File: src/rtl/max_segment_cut_count_macros.svh
// Assertion macros for the segment cut block.
// Used by files that hold concurrent checks; expects clk_i and rst_ni in scope.
`ifndef MAX_SEGMENT_CUT_COUNT_MACROS_SVH
`define MAX_SEGMENT_CUT_COUNT_MACROS_SVH

// Check a property on every rising clock edge outside reset.
`define MSCC_ASSERT(lbl, prop, msg) \
  lbl: assert property (@(posedge clk_i) disable iff (!rst_ni) (prop)) else $error(msg);

// Check a property on every rising clock edge, reset included.
`define MSCC_ASSERT_ALWAYS(lbl, prop, msg) \
  lbl: assert property (@(posedge clk_i) (prop)) else $error(msg);

`endif

File: src/rtl/mscc_pkg.sv
// Shared constants and types for the segment cut block.
// No dependencies.
package mscc_pkg;

  localparam int unsigned MaxLen     = 1024;
  localparam int unsigned LenW       = 11;
  localparam int unsigned EntW       = 12;
  localparam int unsigned TableDepth = MaxLen + 1;
  localparam int unsigned AddrW      = $clog2(TableDepth);
  localparam int unsigned InDataW    = 48;
  localparam int unsigned OutDataW   = 16;

  typedef logic [LenW-1:0]  len_t;
  typedef logic [EntW-1:0]  entry_t;
  typedef logic [AddrW-1:0] addr_t;

  localparam entry_t Unreach = {EntW{1'b1}};

  typedef struct packed {
    logic   use_prev;
    entry_t prev;
    entry_t best;
  } step_in_t;

endpackage

File: src/rtl/mscc_best_unit.sv
// Shared add-and-compare unit: folds one table entry plus one piece into the best count.
// Depends on mscc_pkg.
module mscc_best_unit (
  input  mscc_pkg::step_in_t step_i,
  output mscc_pkg::entry_t   best_o
);

  mscc_pkg::entry_t cand;

  always_comb begin
    cand   = step_i.prev + mscc_pkg::entry_t'(1);
    best_o = step_i.best;
    if (step_i.use_prev && (step_i.prev != mscc_pkg::Unreach)) begin
      if ((step_i.best == mscc_pkg::Unreach) || (cand > step_i.best)) begin
        best_o = cand;
      end
    end
  end

endmodule

File: config.mk
export PLATFORM = sky130hd
export DESIGN_NAME = mscc_best_unit
export DESIGN_NICKNAME = d
export VERILOG_FILES = /design/src/rtl/max_segment_cut_count_macros.svh /design/src/rtl/mscc_pkg.sv /design/src/rtl/mscc_best_unit.sv
export SDC_FILE = /design/constraint.sdc
export NUM_CORES = 1
export LEC_CHECK = 0
export BUFFER_PORTS_ARGS = -buffer_cell sky130_fd_sc_hd__buf_2
export CORE_UTILIZATION = 35
export DETAILED_ROUTE_END_ITERATION = 8
export GPL_TIMING_DRIVEN = 0
export PLACE_DENSITY = 0.75
export SETUP_SLACK_MARGIN = 0.5
export SLEW_MARGIN = 20
export SYNTH_ARGS = -nofsm -noshare
export SYNTH_HDL_FRONTEND = slang
export SYNTH_SLANG_ARGS = --single-unit
File: constraint.sdc
create_clock -name vclk -period 3.1
set_input_delay 0.31 -clock vclk [all_inputs]
set_output_delay 0.31 -clock vclk [all_outputs]
set_load 0.05 [all_outputs]
==> metrics.yaml <==
timing:
  slew_viol_final: 0
  worst_pin_slew_ns: 0.241
  hold_viol_final: 0
  clock.fmax_mhz: 323
  min_period_over_period: 0.999
  finalSetupViolations: 0
  rsz0062_at_grt: "true"
  period_needed_ns: 3.10
  finalWorstSetupSlack_ns: 0.00460
  fin_hold_ws_ns: 1.01
  relSlewSlack: 0.838
grt:
  grt.overflow.total: 0
  grtUsageTotal: 0.192
  grt_max_degree: 6
  antenna_found_initial: 0
  grt_pass1_wl_um: 3140
  first_global_vias: 796
critical_path:
  critPathSlowestCell: "a311o_2"
  crit_path_end_kind: "output port"
  worstPathCellList: "buf_12, ha_4, nand3_4, nor2_4, nand4_1, xnor2_2, ha_1, nand4_1, o21bai_1, a311o_2, buf_6, buf_12, mux2_4, buf_8"
  critPathArrivalTime_ns: 2.79
  critPathKind: "in2out"
  cp.required_ns: 2.79
  max_stage_delay_ns: 0.36
  critPathMaxFanout: 5
  startpoint_type: "input port"
detailed_routing:
  wl_um: 2240
  drc_errors: 0
  vias: 852
  wl_per_cell_um: 14.0
  drtAntennaViolNets: 0
  dr.pass1.iters: 3
  drt-initial-drc-count: 13
  via_per_inst: 5.33
synth:
  syn_nets: 127
  post_synth_inst_count: 89
  ys_seq_area_frac: 0
  syn_avg_cell_area_um2: 7.84
  ys_types: 22
  synthesis.area_um2: 698
  yosys_warnings: 0
floorplanning:
  ioPinCount: 37
  die_h_um: 46.7
  dieArea_mm2: 0.00218
  core_mm2: 0.00180
  num_rows: 15
  initial_core_util: 0.388
  fp.dieW_um: 46.7
finish:
  final_cell_mix: "21 x buf_2, 15 x inv_1, 12 x ha_1, 11 x mux2_4, 10 x buf_6"
  postLayoutCellArea_mm2: 0.00126
  layout_commonest_cell: "buf_2"
  drive_above_1_share: 0.541
  nets: 175
  clockBufferCount: 0
  nFlopsAndLatches: 0
  seq_area_um2: 0
  syn_to_final_growth_pct: 81.2
  final_util: 0.702
  antenna_cells: 0
outcome:
  status: "finished, final reports clean"
power:
  ir_drop_mv: 0.131
  p_leak_nw: 0.635
  power_uw: 264
  power_density_mw_per_mm2: 208
min_path:
  min_from: "step_i[1]"
  holdPathEnd: "best_o[1]"
  hp-class: "in2out"
  whs_path_depth: 3
placement:
  io_buffers: 37
  post-place-ws_ns: -0.223
  gp_congestion: 0.835
  hpwl_um: 1520
  dpl_cell_area_um2: 951
flow_run:
  drv_cap: 0
clock_network:
  ctsHoldBuffers: 0
-- through the flow --
step	TNS (ns)	cells
after global placement	-1.62	151
after CTS	0	158
after global routing	-0.741	160
after floorplan	0	89
final	0	160
after detailed placement	-2.20	151
-- final cells by class --
| class | instances | area, µm² |
|---|---|---|
| multi-input cells | 73 | 734 |
| fillers | 123 | 537 |
| repair buffers | 46 | 423 |
| inverters | 15 | 56.3 |
| well taps | 25 | 31.3 |
| plain buffers | 1 | 20.0 |
-- power by group --
| group | leakage [nW] | total (mW) | switching (mW) | internal, mW |
|---|---|---|---|---|
| Combinational | 0.635 | 0.264 | 0.137 | 0.126 |
| Sequential | 0 | 0 | 0 | 0 |
| Clock | 0 | 0 | 0 | 0 |
| Total | 0.635 | 0.264 | 0.137 | 0.126 |
-- cell usage after synthesis --
library cell  number  area share
nor3_2             1       0.014
nor4_1             1      0.0090
a211oi_1           1       0.011
inv_1             15       0.081
xor2_1             4       0.050
a21oi_1            5       0.036
o21ai_0            1      0.0072
ha_1              13        0.23
nand4_1            9       0.081
mux2_2             2       0.032
o31ai_1            1       0.011
nand3_1            5       0.036
xnor2_1            6       0.075
nand2_1            4       0.021
o21bai_1           1       0.011
a311o_2            1       0.016
o211ai_1           1       0.011
buf_6              1       0.016
mux2_4             9        0.19
mux2i_1            1       0.014
nor2b_1            1      0.0090
nor2_1             6       0.032
-- per-layer routing --
layer  vias to the layer above  share of wire  global-route usage
li1                        412              -                   -
met4                         0         0.0094              0.0343
met5                         -              0                   0
met1                       414           0.42               0.224
met3                         2          0.028              0.0196
met2                        24           0.55               0.372
-- worst max-delay path, delay by kind of cell --
kind,cells,cell delay [ns]
simple gates,4,0.52
compound gates,2,0.53
buf+inv,4,0.50
fa+ha+maj,2,0.44
mux,1,0.31
xor+xnor,1,0.19
-- cell families after synthesis --
| group | after synthesis | share of synthesized area |
|---|---|---|
| simple gates | 27 | 0.203 |
| buf+inv | 16 | 0.0968 |
| fa+ha+maj | 13 | 0.233 |
| mux | 12 | 0.240 |
| compound gates | 11 | 0.102 |
| xor+xnor | 10 | 0.125 |
-- repair_timing --
action	CTS	global route
endpoints found under the setup margin	12	12
pin swaps	14	2
gates resized for setup	55	7
buffers inserted	6	2
gates cloned	1	0
-- worst max path at each step --
stage                     slack [ns]        end  cells after the start        from
final                          0.005  best_o[3]                     14  step_i[12]
after global routing           -0.07  best_o[2]                     14  step_i[12]
after CTS                       0.03  best_o[3]                     15  step_i[13]
after detailed placement       -0.22  best_o[3]                     14  step_i[12]
after global placement         -0.17  best_o[3]                     14  step_i[12]
after floorplan                 0.33  best_o[0]                     12  step_i[13]
Note: power is estimated with default switching activity, not from simulation.
